### src/bmp8_indexed_stream_decoder_unit_defines.svh
// Assertion macros for the decoder RTL.
// Depends on nothing; included by files that carry assertions.
`ifndef BMP8_INDEXED_STREAM_DECODER_UNIT_DEFINES_SVH
`define BMP8_INDEXED_STREAM_DECODER_UNIT_DEFINES_SVH

// Immediate-consequence check under synchronous reset
`define BMP_ASSERT_IMP(lbl, clk, rst_n, ante, cons) \
    lbl: assert property (@(posedge clk) disable iff (!rst_n) (ante) |-> (cons)) \
        else $error("check failed");

// Next-cycle consequence check
`define BMP_ASSERT_NXT(lbl, clk, rst_n, ante, cons) \
    lbl: assert property (@(posedge clk) disable iff (!rst_n) (ante) |=> (cons)) \
        else $error("check failed");

`endif

### src/bmp8_pkg.sv
// Shared types and constants for the 8-bit indexed bitmap decoder.
// No dependencies.
`timescale 1ns / 1ps
package bmp8_pkg;
    localparam int MaxWidth  = 4096;
    localparam int MaxHeight = 4096;
    localparam int QDepth    = 4;
    localparam int QAw       = $clog2(QDepth);

    typedef enum logic [1:0] {
        PH_HEADER = 2'd0,
        PH_SKIP   = 2'd1,
        PH_PIXEL  = 2'd2,
        PH_DRAIN  = 2'd3
    } t_phase;

    typedef enum logic [3:0] {
        E_SIG = 4'd0, E_SMALL = 4'd1, E_TRUNC_HDR = 4'd2, E_WIDTH = 4'd3,
        E_HEIGHT = 4'd4, E_PLANES = 4'd5, E_DEPTH = 4'd6, E_COMPR = 4'd7,
        E_PAL = 4'd8, E_OFFSET = 4'd9, E_TRUNC_PIX = 4'd10, E_LARGE = 4'd11
    } t_err;

    // Command from front to back: classified byte plus geometry.
    typedef struct packed {
        logic        is_err;
        t_err        code;
        logic        is_pix;    // pixel byte
        logic        last;
        logic [7:0]  value;
        logic        first;     // first pixel-region byte: restart counters
        logic [12:0] w;
        logic [12:0] h;
        logic        top;
    } t_cmd;

    typedef struct packed {
        logic        kind;
        logic [7:0]  pix;
        logic [11:0] col;
        logic [11:0] row;
        logic        fin;
        t_err        code;
        logic [12:0] w;
        logic [12:0] h;
        logic        top;
    } t_res;
endpackage

### src/bmp8_front.sv
// Front end: header assembly, checks, offset skip; emits commands.
// Depends on bmp8_pkg.
`timescale 1ns / 1ps
module bmp8_front (
    input  logic            i_clk,
    input  logic            i_rst_n,
    input  logic            i_valid,
    input  logic [7:0]      i_byte,
    input  logic            i_last,
    output logic            o_cmd_valid,
    output bmp8_pkg::t_cmd  o_cmd
);
    bmp8_pkg::t_phase r_ph, n_ph;
    logic [31:0] r_pos, r_start, r_hlen, r_w, r_h, r_pd, r_comp, r_cc;
    logic [7:0]  r_sig;
    logic        r_first;
    logic [31:0] habs;
    logic [33:0] need;
    logic [8:0]  pal;
    logic        hdr_err;
    bmp8_pkg::t_err hdr_code;
    bmp8_pkg::t_cmd cmd;
    logic        cv;
    logic [1:0]  lane;

    assign habs = r_h[31] ? (~r_h + 32'd1) : r_h;
    assign pal  = (r_cc == 32'd0) ? 9'd256 : r_cc[8:0];
    // Every field starts at a position of 2 mod 4, so this is its byte lane.
    assign lane = r_pos[1:0] - 2'd2;

    // Checks at byte 53; the colour count byte 49 is the last field byte.
    always_comb begin
        need = 34'd14 + {2'b00, r_hlen} + {23'd0, pal, 2'b00};
        hdr_err  = 1'b1;
        hdr_code = bmp8_pkg::E_WIDTH;
        if (r_w == 32'd0 || r_w[31]) hdr_code = bmp8_pkg::E_WIDTH;
        else if (r_h == 32'd0) hdr_code = bmp8_pkg::E_HEIGHT;
        else if (r_pd[15:0] != 16'd1) hdr_code = bmp8_pkg::E_PLANES;
        else if (r_pd[31:16] != 16'd8) hdr_code = bmp8_pkg::E_DEPTH;
        else if (r_comp != 32'd0) hdr_code = bmp8_pkg::E_COMPR;
        else if (r_cc > 32'd256) hdr_code = bmp8_pkg::E_PAL;
        else if ({2'b00, r_start} < need) hdr_code = bmp8_pkg::E_OFFSET;
        else if (r_w > 32'(bmp8_pkg::MaxWidth) || habs > 32'(bmp8_pkg::MaxHeight))
            hdr_code = bmp8_pkg::E_LARGE;
        else hdr_err = 1'b0;
    end

    always_comb begin
        n_ph = r_ph;
        cv   = 1'b0;
        cmd  = '0;
        cmd.last  = i_last;
        cmd.value = i_byte;
        cmd.w     = r_w[12:0];
        cmd.h     = habs[12:0];
        cmd.top   = r_h[31];
        cmd.first = r_first;
        if (i_valid) begin
            unique case (r_ph)
                bmp8_pkg::PH_HEADER: begin
                    if (r_pos == 32'd1 && {i_byte, r_sig} != 16'h4D42) begin
                        cv = 1'b1; cmd.is_err = 1'b1; cmd.code = bmp8_pkg::E_SIG;
                    end else if (r_pos == 32'd17 && {i_byte, r_hlen[23:0]} < 32'd40) begin
                        cv = 1'b1; cmd.is_err = 1'b1; cmd.code = bmp8_pkg::E_SMALL;
                    end else if (r_pos == 32'd53) begin
                        if (hdr_err) begin
                            cv = 1'b1; cmd.is_err = 1'b1; cmd.code = hdr_code;
                        end else if (i_last) begin
                            cv = 1'b1; cmd.is_err = 1'b1;
                            cmd.code = (r_start > 32'd54) ? bmp8_pkg::E_OFFSET
                                                          : bmp8_pkg::E_TRUNC_PIX;
                        end else n_ph = bmp8_pkg::PH_SKIP;
                    end else if (i_last) begin
                        cv = 1'b1; cmd.is_err = 1'b1;
                        cmd.code = (r_pos == 32'd0) ? bmp8_pkg::E_SIG
                                                    : bmp8_pkg::E_TRUNC_HDR;
                    end
                    if (cv) n_ph = bmp8_pkg::PH_DRAIN;
                end
                bmp8_pkg::PH_SKIP: begin
                    if (r_pos < r_start) begin
                        if (i_last) begin
                            cv = 1'b1; cmd.is_err = 1'b1;
                            cmd.code = (r_start > r_pos + 32'd1) ? bmp8_pkg::E_OFFSET
                                                                 : bmp8_pkg::E_TRUNC_PIX;
                        end
                    end else begin
                        cv = 1'b1; cmd.is_pix = 1'b1; n_ph = bmp8_pkg::PH_PIXEL;
                    end
                end
                bmp8_pkg::PH_PIXEL: begin
                    cv = 1'b1; cmd.is_pix = 1'b1;
                end
                default: ;
            endcase
            if (i_last) n_ph = bmp8_pkg::PH_HEADER;
        end
    end

    assign o_cmd_valid = cv;
    assign o_cmd       = cmd;

    // Field assembly; hold a byte lane only inside its field window.
    always_ff @(posedge i_clk) begin
        if (!i_rst_n) begin
            r_ph <= bmp8_pkg::PH_HEADER;
            r_pos <= '0; r_start <= '0; r_hlen <= '0; r_w <= '0; r_h <= '0;
            r_pd <= '0; r_comp <= '0; r_cc <= '0; r_sig <= '0; r_first <= 1'b1;
        end else begin
            r_ph <= n_ph;
            if (i_valid) begin
                if (i_last) begin
                    r_pos <= '0; r_start <= '0; r_hlen <= '0; r_w <= '0; r_h <= '0;
                    r_pd <= '0; r_comp <= '0; r_cc <= '0; r_first <= 1'b1;
                end else begin
                    if (r_pos != 32'hFFFF_FFFF) r_pos <= r_pos + 32'd1;
                    if (r_ph == bmp8_pkg::PH_HEADER) begin
                        if (r_pos == 32'd0) r_sig <= i_byte;
                        if (r_pos >= 32'd10 && r_pos < 32'd14)
                            r_start[8*lane +: 8] <= i_byte;
                        if (r_pos >= 32'd14 && r_pos < 32'd18)
                            r_hlen[8*lane +: 8] <= i_byte;
                        if (r_pos >= 32'd18 && r_pos < 32'd22)
                            r_w[8*lane +: 8] <= i_byte;
                        if (r_pos >= 32'd22 && r_pos < 32'd26)
                            r_h[8*lane +: 8] <= i_byte;
                        if (r_pos >= 32'd26 && r_pos < 32'd30)
                            r_pd[8*lane +: 8] <= i_byte;
                        if (r_pos >= 32'd30 && r_pos < 32'd34)
                            r_comp[8*lane +: 8] <= i_byte;
                        if (r_pos >= 32'd46 && r_pos < 32'd50)
                            r_cc[8*lane +: 8] <= i_byte;
                    end
                    if (cv && cmd.is_pix) r_first <= 1'b0;
                end
            end
        end
    end
endmodule

### src/bmp8_queue.sv
// Short command queue between front and back ends.
// Depends on bmp8_pkg.
`timescale 1ns / 1ps
`include "bmp8_indexed_stream_decoder_unit_defines.svh"
module bmp8_queue (
    input  logic            i_clk,
    input  logic            i_rst_n,
    input  logic            i_push,
    input  bmp8_pkg::t_cmd  i_data,
    output logic            o_full,
    input  logic            i_pop,
    output logic            o_empty,
    output bmp8_pkg::t_cmd  o_data
);
    bmp8_pkg::t_cmd r_mem [bmp8_pkg::QDepth];
    logic [bmp8_pkg::QAw-1:0] r_wp, r_rp;
    logic [bmp8_pkg::QAw:0]   r_cnt;
    logic do_push, do_pop;

    assign o_full  = (r_cnt == (bmp8_pkg::QAw+1)'(bmp8_pkg::QDepth));
    assign o_empty = (r_cnt == '0);
    assign o_data  = r_mem[r_rp];
    assign do_push = i_push && !o_full;
    assign do_pop  = i_pop && !o_empty;

    always_ff @(posedge i_clk) begin
        if (do_push) r_mem[r_wp] <= i_data;
    end

    always_ff @(posedge i_clk) begin
        if (!i_rst_n) begin
            r_wp <= '0; r_rp <= '0; r_cnt <= '0;
        end else begin
            if (do_push) r_wp <= r_wp + 1'b1;
            if (do_pop)  r_rp <= r_rp + 1'b1;
            r_cnt <= r_cnt + (bmp8_pkg::QAw+1)'(do_push) - (bmp8_pkg::QAw+1)'(do_pop);
        end
    end

    `BMP_ASSERT_IMP(a_q_bound, i_clk, i_rst_n, 1'b1,
        r_cnt <= (bmp8_pkg::QAw+1)'(bmp8_pkg::QDepth))
    `BMP_ASSERT_NXT(a_q_fill, i_clk, i_rst_n, do_push && !do_pop,
        r_cnt == $past(r_cnt) + 1'b1)
    `BMP_ASSERT_NXT(a_q_drain, i_clk, i_rst_n, do_pop && !do_push,
        r_cnt == $past(r_cnt) - 1'b1)
endmodule

### src/bmp8_back.sv
// Back end: pixel column/row tracking, padding drop, result register.
// Depends on bmp8_pkg.
`timescale 1ns / 1ps
module bmp8_back (
    input  logic            i_clk,
    input  logic            i_rst_n,
    input  logic            i_empty,
    input  bmp8_pkg::t_cmd  i_cmd,
    output logic            o_take,
    output logic            o_empty,
    input  logic            i_pop,
    output bmp8_pkg::t_res  o_res
);
    logic [13:0] r_rbc;
    logic [11:0] r_frc;
    logic        r_drain, r_valid;
    bmp8_pkg::t_res r_res, res;
    logic [13:0] stride, rbc_inc;
    logic        emit, fin, gen;
    logic [11:0] hm1;

    assign o_take  = !i_empty && (!r_valid || i_pop);
    assign o_empty = !r_valid;
    assign o_res   = r_res;
    assign stride  = {1'b0, i_cmd.w} + 14'd3 & ~14'd3;
    assign hm1     = 12'(i_cmd.h - 13'd1);

    always_comb begin
        logic [13:0] rbc;
        logic [11:0] frc;
        rbc = i_cmd.first ? 14'd0 : r_rbc;
        frc = i_cmd.first ? 12'd0 : r_frc;
        res = '0;
        emit = 1'b0;
        fin  = 1'b0;
        rbc_inc = rbc + 14'd1;
        if (i_cmd.is_err) begin
            res.kind = 1'b1; res.code = i_cmd.code; emit = 1'b1;
        end else if (i_cmd.is_pix && !(r_drain && !i_cmd.first)) begin
            if (rbc < {1'b0, i_cmd.w}) begin
                fin = (frc == hm1) && (rbc == {1'b0, i_cmd.w} - 14'd1);
                emit = 1'b1;
                res.pix = i_cmd.value;
                res.col = rbc[11:0];
                res.row = i_cmd.top ? frc : (hm1 - frc);
                res.fin = fin;
                res.w = i_cmd.w; res.h = i_cmd.h; res.top = i_cmd.top;
            end
            if (!fin && i_cmd.last) begin
                res = '0; res.kind = 1'b1; res.code = bmp8_pkg::E_TRUNC_PIX; emit = 1'b1;
            end
        end
        gen = emit;
    end

    always_ff @(posedge i_clk) begin
        if (o_take) r_res <= res;
    end

    always_ff @(posedge i_clk) begin
        if (!i_rst_n) begin
            r_rbc <= '0; r_frc <= '0; r_drain <= 1'b0; r_valid <= 1'b0;
        end else begin
            if (o_take) r_valid <= gen;
            else if (i_pop && r_valid) r_valid <= 1'b0;
            if (o_take) begin
                if (i_cmd.is_pix) begin
                    if (rbc_inc >= stride) begin
                        r_rbc <= '0;
                        r_frc <= (i_cmd.first ? 12'd0 : r_frc) + 12'd1;
                    end else begin
                        r_rbc <= rbc_inc;
                        if (i_cmd.first) r_frc <= '0;
                    end
                end
                if (i_cmd.last) r_drain <= 1'b0;
                else if (i_cmd.is_pix && res.fin) r_drain <= 1'b1;
                else if (i_cmd.first) r_drain <= 1'b0;
            end
        end
    end
endmodule

### src/bmp8_indexed_stream_decoder_unit.sv
// Top level of the 8-bit indexed bitmap stream decoder.
// Depends on bmp8_pkg, bmp8_front, bmp8_queue, bmp8_back.
//
//  channel   | direction | handshake          | payload
//  ----------+-----------+--------------------+-------------------------------
//  bytes     | in        | push / full        | i_byte_value, i_last_byte
//  results   | out       | empty / pop        | o_result_kind .. o_top_down
//
// One byte per cycle sustained while full is low; each result is registered in the back end.
// The front end classifies every byte in its accept cycle; the queue absorbs
// result-side stalls, and full rises only when it holds four commands.
// Reset is synchronous, active low, and rearms the parser for a new file.
`timescale 1ns / 1ps
module bmp8_indexed_stream_decoder_unit (
    input  logic        i_clk,
    input  logic        i_rst_n,
    input  logic        push,
    output logic        full,
    input  logic [7:0]  i_byte_value,
    input  logic        i_last_byte,
    output logic        empty,
    input  logic        pop,
    output logic        o_result_kind,
    output logic [7:0]  o_pixel_index,
    output logic [11:0] o_column,
    output logic [11:0] o_row,
    output logic        o_final_pixel,
    output logic [3:0]  o_error_code,
    output logic [12:0] o_image_width,
    output logic [12:0] o_image_height,
    output logic        o_top_down
);
    logic           acc, cmd_v, q_empty, take;
    bmp8_pkg::t_cmd cmd, q_cmd;
    bmp8_pkg::t_res res;

    // Accept a request whenever the queue has room.
    assign acc = push && !full;

    // Bytes after the final pixel keep flowing to the back end, which drops
    // them up to and including the last byte of the file.
    bmp8_front u_front (
        .i_clk(i_clk), .i_rst_n(i_rst_n), .i_valid(acc),
        .i_byte(i_byte_value), .i_last(i_last_byte),
        .o_cmd_valid(cmd_v), .o_cmd(cmd)
    );

    bmp8_queue u_queue (
        .i_clk(i_clk), .i_rst_n(i_rst_n), .i_push(cmd_v && acc), .i_data(cmd),
        .o_full(full), .i_pop(take), .o_empty(q_empty), .o_data(q_cmd)
    );

    bmp8_back u_back (
        .i_clk(i_clk), .i_rst_n(i_rst_n), .i_empty(q_empty), .i_cmd(q_cmd),
        .o_take(take), .o_empty(empty), .i_pop(pop), .o_res(res)
    );

    assign o_result_kind  = res.kind;
    assign o_pixel_index  = res.pix;
    assign o_column       = res.col;
    assign o_row          = res.row;
    assign o_final_pixel  = res.fin;
    assign o_error_code   = res.code;
    assign o_image_width  = res.w;
    assign o_image_height = res.h;
    assign o_top_down     = res.top;
endmodule
### config.mk
export PLATFORM = sky130hd
export DESIGN_NAME = bmp8_indexed_stream_decoder_unit
export DESIGN_NICKNAME = d
export VERILOG_FILES = /design/src/bmp8_pkg.sv /design/src/bmp8_front.sv /design/src/bmp8_queue.sv /design/src/bmp8_back.sv /design/src/bmp8_indexed_stream_decoder_unit.sv
export VERILOG_INCLUDE_DIRS = /design/src /design/src/src
export SDC_FILE = /design/constraint.sdc
export NUM_CORES = 1
export LEC_CHECK = 0
export CAP_MARGIN = 30
export CORE_UTILIZATION = 65
export DETAILED_ROUTE_END_ITERATION = 8
export DONT_BUFFER_PORTS = 1
export PLACE_DENSITY_LB_ADDON = 0.25
export RECOVER_POWER = 25
export SYNTH_ARGS = -nofsm -noshare
export SYNTH_HDL_FRONTEND = slang
export SYNTH_SLANG_ARGS = --single-unit
### constraint.sdc
create_clock -name i_clk -period 12.8 [get_ports i_clk]
set_input_delay 0 -clock i_clk [delete_from_list [all_inputs] [get_ports i_clk]]
set_output_delay 0 -clock i_clk [all_outputs]
set_load 0.1 [all_outputs]
==> results of run 1 <==
-- critical path, stage by stage (launching register included) --
cell and delay [ps]:
dfxtp_2 310, clkbuf_1 2540, mux4_2 820, nor4_1 430, nand3_1 220, nor4_1 480
xnor2_1 190, ha_1 430, nand4_1 130, nor3_1 300, nand3_1 180, or4_1 440
or4_1 430, or4_4 500, a21o_2 220, buf_4 320, nor2_1 260
-- cell type report --
cell class                 instances  area (µm²)
sequential                       541       13210
fill                            3270       13060
timing repair buffer              55       445.4
clock inverter                    29       322.8
inverter                         126       473.0
clock buffer                      75        1521
tap                              600       750.7
multi-input combinational       2124       15510
-- layer usage --
layer	up-vias	track usage (%)	share of wire, %
met3	276	5.993	6.8
met4	2	19.81	6.2
met1	11080	42.16	39
met2	1059	57.97	48
li1	10550	-	-
met5	-	0	0.016
-- cell families after synthesis --
family / after synthesis
buf+inv: 293
compound gates: 424
fa+ha+maj: 166
simple gates: 1130
mux: 241
xor+xnor: 163
flops: 541
-- power breakdown --
group,internal [mW],switching [mW],leakage (nW)
Combinational,0.452,0.779,5.74
Sequential,2.03,0.798,4.70
Clock,0.939,0.692,0.895
-- through the flow --
step           cells  worst slack, ps
5_1_grt         3550             3700
3_5_place_dp    3432             5792
6_report        3550             4372
2_1_floorplan   2958             6432
3_3_place_gp    3425             5671
4_1_cts         3549             5727
-- flip-flops by register name, indices dropped and copies added (netlist names), 3 cells and up, named ones only --
name	count
u_front.r_pos	32
u_queue.r_mem	172
u_front.r_comp	32
u_queue.r_cnt	3
u_front.r_cc	32
u_front.r_sig	8
u_back.r_rbc	14
u_front.r_w	32
u_back.o_res	65
u_front.r_start	32
u_front.r_hlen	32
u_front.r_h	32
u_front.r_pd	32
u_back.r_frc	12
-- cell usage after synthesis (6+ instances only) --
| library cell | number | share of area (%) |
|---|---|---|
| a21oi_1 | 102 | 1.7 |
| nand4_1 | 50 | 1.0 |
| mux2i_1 | 195 | 6.5 |
| o21a_1 | 18 | 0.45 |
| inv_1 | 123 | 1.5 |
| o31ai_1 | 12 | 0.30 |
| xnor2_1 | 112 | 3.3 |
| nor3b_1 | 7 | 0.18 |
| a21boi_0 | 17 | 0.43 |
| or2_2 | 9 | 0.19 |
| a31oi_1 | 18 | 0.38 |
| mux4_2 | 42 | 3.2 |
| nand2_1 | 178 | 2.2 |
| nand2b_1 | 16 | 0.34 |
| o21ai_1 | 8 | 0.13 |
| or4_1 | 11 | 0.28 |
| nor3_2 | 7 | 0.23 |
| nor4_1 | 75 | 1.6 |
| ha_1 | 163 | 6.8 |
| dfxtp_1 | 304 | 20 |
| nor3_1 | 90 | 1.5 |
| nor4b_1 | 9 | 0.26 |
| or3_1 | 9 | 0.19 |
| a211oi_1 | 8 | 0.20 |
| buf_1 | 6 | 0.076 |
| nor2b_1 | 290 | 6.1 |
| and3_1 | 25 | 0.52 |
| edfxtp_1 | 237 | 24 |
| a22oi_1 | 52 | 1.3 |
| and4_1 | 13 | 0.38 |
| o22ai_1 | 10 | 0.21 |
| xor2_1 | 51 | 1.5 |
| clkbuf_1 | 148 | 1.9 |
| o21bai_1 | 7 | 0.18 |
| nor2_2 | 10 | 0.21 |
| a21o_1 | 30 | 0.76 |
| o211ai_1 | 10 | 0.25 |
| nor2_1 | 153 | 1.9 |
| o21ai_0 | 69 | 1.2 |
| and2_1 | 70 | 1.5 |
| buf_2 | 7 | 0.12 |
| o2111ai_1 | 7 | 0.21 |
| nand3_1 | 88 | 1.5 |
-- how the worst min path moves through the flow --
stage | from | slack [ps] | endpoint
after CTS | i_byte_value[5] | 2 | u_queue.r_mem[1][38]
after global placement | i_byte_value[1] | 100 | u_queue.r_mem[1][29]
after floorplan | i_byte_value[0] | 100 | u_queue.r_mem[0][28]
after global routing | i_byte_value[2] | 30 | u_front.r_start[10]
after detailed placement | i_byte_value[6] | 100 | u_queue.r_mem[1][34]
final | i_rst_n | 0.9 | u_back.r_rbc[11]
-- layout by cell type (no fill, tap or decap), types with 11 or more instances in the layout --
| cell | n |
|---|---|
| nand2b_1 | 16 |
| xnor2_1 | 112 |
| a31oi_1 | 18 |
| o21a_1 | 18 |
| a22oi_1 | 52 |
| inv_1 | 123 |
| nand4_1 | 50 |
| o21ai_0 | 69 |
| a21oi_1 | 102 |
| nand2_1 | 178 |
| nor3_1 | 90 |
| and4_1 | 13 |
| mux2i_1 | 195 |
| edfxtp_1 | 237 |
| buf_4 | 34 |
| or4_1 | 11 |
| clkbuf_1 | 18 |
| mux4_2 | 42 |
| clkbuf_16 | 55 |
| dfxtp_1 | 302 |
| dlygate4sd3_1 | 11 |
| and3_1 | 25 |
| nor2_1 | 152 |
| o31ai_1 | 12 |
| nor4_1 | 75 |
| a21o_1 | 29 |
| and2_1 | 66 |
| xor2_1 | 51 |
| nand3_1 | 88 |
| nor2b_1 | 290 |
| a21boi_0 | 17 |
| ha_1 | 163 |
==> results_dict.tcl, run 1 <==
set metrics [dict create \
    synthMuxAreaShare_pct 9.869 \
    grt_pass1_wl_mm 125.3 \
    dieArea_um2 46730 \
    rsz0062_at_grt "false" \
    vias_per_cell 6.468 \
    post-cts-setup-buffers 0 \
    yosysUniqueCellTypes 84 \
    crit_type "reg -> reg" \
    design.core.area_um2 45280 \
    async_flop_share_pct 0 \
    syn_nets 3137 \
    power_leakage_nw 11.34 \
    rr_worst_depth 16 \
    timing.final.crit_share_pct 65.84 \
    clockBufferDepth 3 \
    cts_resized 0 \
    hpwl_mm 55.09 \
    wl_mm 81.57 \
    grtUsageTotal_pct 34.61 \
    cp-end-kind "register" \
    fp-row-count 78 \
    holdPathStages 2 \
    synth-edff-count 237 \
    start_util_pct 65.85 \
    grt_start_max_net_pins 310 \
    worstPathRequired_ps 13250 \
    cts_tree "done" \
    tns_ps 0 \
    grt_pass1_vias 22070 \
    clock.fmax_ghz 0.1187 \
    cts_root_buffer "clkbuf_16" \
    yosysWarnings 0 \
    drtAntennaViolNets 0 \
    setup_viol 0 \
    cts_max_level 2 \
    ir_drop_uv 233.0 \
    hold_violations 0 \
    status "complete, but fails checks" \
    antennaDiodeCount 0 \
    vias 22960 \
    start_kind "register" \
    worstReg2RegEnd "u_back.o_res[55]" \
    drt_first_iter_violations 2615 \
    yosys_register_bits 541 \
    worst_hold_path_type "in -> reg" \
    firstDrtPassIters 8 \
    holdBufCountCts 13 \
    drive_gt1_share_pct 7.492 \
    period_minus_slack_ps 8428 \
    die_y_um 216.2 \
    antenna_found_initial 1 \
    dpl_cell_area_um2 30270 \
    yosys.area_share.simple_pct 20.78 \
    cts_buffers 55 \
    worst-path-max-fanout 59 \
    io_buffer_count 0 \
    cp.arrival_ps 8880 \
    failed_checks "capacitance limit, slew limit" \
    avgSynthCellArea_um2 10.08 \
    ios 80 \
    crit_end "u_back.o_res[55]" \
    whs_ps 0.9054 \
    ys_seq_area_share_pct 44.28 \
    syn_to_final_growth_pct 8.082 \
    finalPower_mw 5.687 \
    r2r_setup_slack_ps 4370 \
    tightestPinTransition_ps 3618 \
    die_x_um 216.2 \
    relSlewSlack_pct -141.2 \
    synth-adder-area-share_pct 7.041 \
    synth_top_family_by_area "simple AND/OR/NAND/NOR gates" \
    clock_skew_ps 27.17 \
    final_area_um2 32230 \
    finalWeightedCongestion 0.9447 \
    post_drt_wl_per_cell_um 22.98 \
    final_util_pct 71.17 \
    clock_sinks 541 \
    slew_viol_final 180 \
    p_per_area_nw_per_um2 176.5 \
    synthFlopType "dfxtp_1" \
    grt_overflow 0 \
    max_cap_violations 4 \
    synthCells 2958 \
    layout.nets 3082 \
    clk_pin_slew_ps 70 \
    syn-cell-area_um2 29820 \
    clk_latency_ps 630 \
    synth_xor_area_share_pct 4.788 \
    synth_compound_area_share_pct 9.416 \
    drc 0 \
]
Note: power is estimated with default switching activity, not from simulation.
==> run 2: changes to the inputs <==
- clock period: 12.8 -> 7.86 ns (I/O delays scaled with it)
==> run 2 against run 1 <==
  * The flow finishes with violations (hold timing, capacitance limit, slew limit)
  * Clock skew is 15 ps lower
  * Routed wire length up 0.15%
  * Combinational power grew 58%
  * Fmax up 18%
  * Via count is 0.70% lower
  * Worst hold slack got worse by 22 ps
  * Largest cell class unchanged
  * Highest routed layer is now met4
==> results_dict.tcl, run 2 (synthesized netlist as in run 1, its figures left out) <==
set metrics [dict create \
    period_minus_slack_ps 7115 \
    dpl_cell_area_um2 30260 \
    worst-path-max-fanout 8 \
    clockBufferDepth 3 \
    cp-end-kind "register" \
    wl_met3_mm 5.296 \
    setup_viol 0 \
    crit_type "reg -> reg" \
    path_common_cell "ha_1" \
    worst_hold_path_type "in -> reg" \
    route.met2.wl_mm 39.16 \
    io_buffer_count 0 \
    cts_root_buffer "clkbuf_16" \
    ios 80 \
    clock.fmax_ghz 0.1406 \
    ir_drop_uv 318.5 \
    hold_violations 1 \
    post_drt_wl_per_cell_um 22.99 \
    post-cts-setup-buffers 0 \
    whs_ps -20.87 \
    grt_overflow 0 \
    topRoutingLayerUsed "met4" \
    clk_pin_slew_ps 70 \
    layout.nets 3083 \
    clk_latency_ps 610 \
    vias_per_cell 6.418 \
    cts_buffers 56 \
    drtAntennaViolNets 0 \
    drt-met1-wl_mm 32.36 \
    start_kind "register" \
    grtUsageTotal_pct 34.80 \
    power_leakage_nw 11.40 \
    final_area_um2 32370 \
    p_per_area_nw_per_um2 291.0 \
    wl_mm 81.69 \
    drt_first_iter_violations 2397 \
    die_y_um 216.2 \
    grt_pass1_wl_mm 125.7 \
    slew_viol_final 89 \
    final_cell_mix "302 x dfxtp_1, 290 x nor2b_1, 237 x edfxtp_1, 195 x mux2i_1, 178 x nand2_1" \
    cpMaxStageDelayCell "o41ai_1" \
    place_inst 3432 \
    syn_to_final_growth_pct 8.552 \
    design.core.area_um2 45280 \
    drc 0 \
    finalWeightedCongestion 0.9807 \
    status "complete, but fails checks" \
    start_util_pct 65.85 \
    grt_start_max_net_pins 310 \
    grt_pass1_vias 22050 \
    timing.final.crit_share_pct 90.52 \
    drive_gt1_share_pct 7.695 \
    cts_max_level 2 \
    firstDrtPassIters 8 \
    holdBufCountCts 14 \
    failed_checks "hold timing, capacitance limit, slew limit" \
    clock_skew_ps 12.20 \
    dieArea_um2 46730 \
    worstPathRequired_ps 8350 \
    cp.arrival_ps 7610 \
    final_util_pct 71.48 \
    top_register "u_queue.r_mem" \
    rsz0062_at_grt "false" \
    tightestPinTransition_ps 2546 \
    max_cap_violations 2 \
    fp-row-count 78 \
    vias 22800 \
    cpPeakStageDelay_ps 700 \
    cts_resized 0 \
    antenna_found_initial 0 \
    die_x_um 216.2 \
    final_common_cell "dfxtp_1" \
    hpwl_mm 55.73 \
    cts_tree "done" \
    instances_no_fill 3553 \
    relSlewSlack_pct -69.71 \
    largest_reg_flops 172 \
    finalPower_mw 9.420 \
    tns_ps 0 \
    clock_sinks 541 \
]
## run 2: routing by layer
metal  GRT usage (%)  up-vias
li1                -    10580
met1           42.98    10980
met2           58.46      985
met3           4.982      254
met4           19.79        0
met5               0        -
## run 2: area by class of cell
| cell class | instances | area (µm²) |
|---|---|---|
| fill | 3240 | 12920 |
| inverter | 126 | 473.0 |
| timing repair buffer | 55 | 449.2 |
| clock buffer | 71 | 1518 |
| sequential | 541 | 13210 |
| antenna | 3 | 7.507 |
| clock inverter | 33 | 462.9 |
| multi-input combinational | 2124 | 15500 |
| tap | 600 | 750.7 |
## run 2: final timing paths
path,slack (ps),to,cells after the start,start
worst max register to register,750,u_queue.r_cnt[2],27,u_front.r_hlen[1]
worst max-delay path,750,u_queue.r_cnt[2],27,u_front.r_hlen[1]
worst min-delay path,-20,u_front.r_h[31],2,i_rst_n
worst min register to register,480,u_back.r_drain,2,u_back.r_drain
## run 2: power by group
part	total [mW]	internal (mW)	switching, mW
Clock	2.84	1.70	1.14
Sequential	4.63	3.30	1.33
Combinational	1.94	0.724	1.22
## run 2: critical path: cells and delay by family, from the launching register on
kind / cells / cell delay (ps)
xor+xnor: 4 / 680
compound gates: 10 / 2570
flops: 1 / 470
buf+inv: 2 / 150
fa+ha+maj: 5 / 1690
simple gates: 6 / 1440
## run 2: per-stage QoR
step / setup WS, ps / hold WS, ps
after CTS: 786.7 / 4.977
after floorplan: 1492 / 98.87
after global routing: 9.786 / 41.18
final: 745.1 / -20.87
after global placement: 941.3 / 99.61
after detailed placement: 878.0 / 99.28
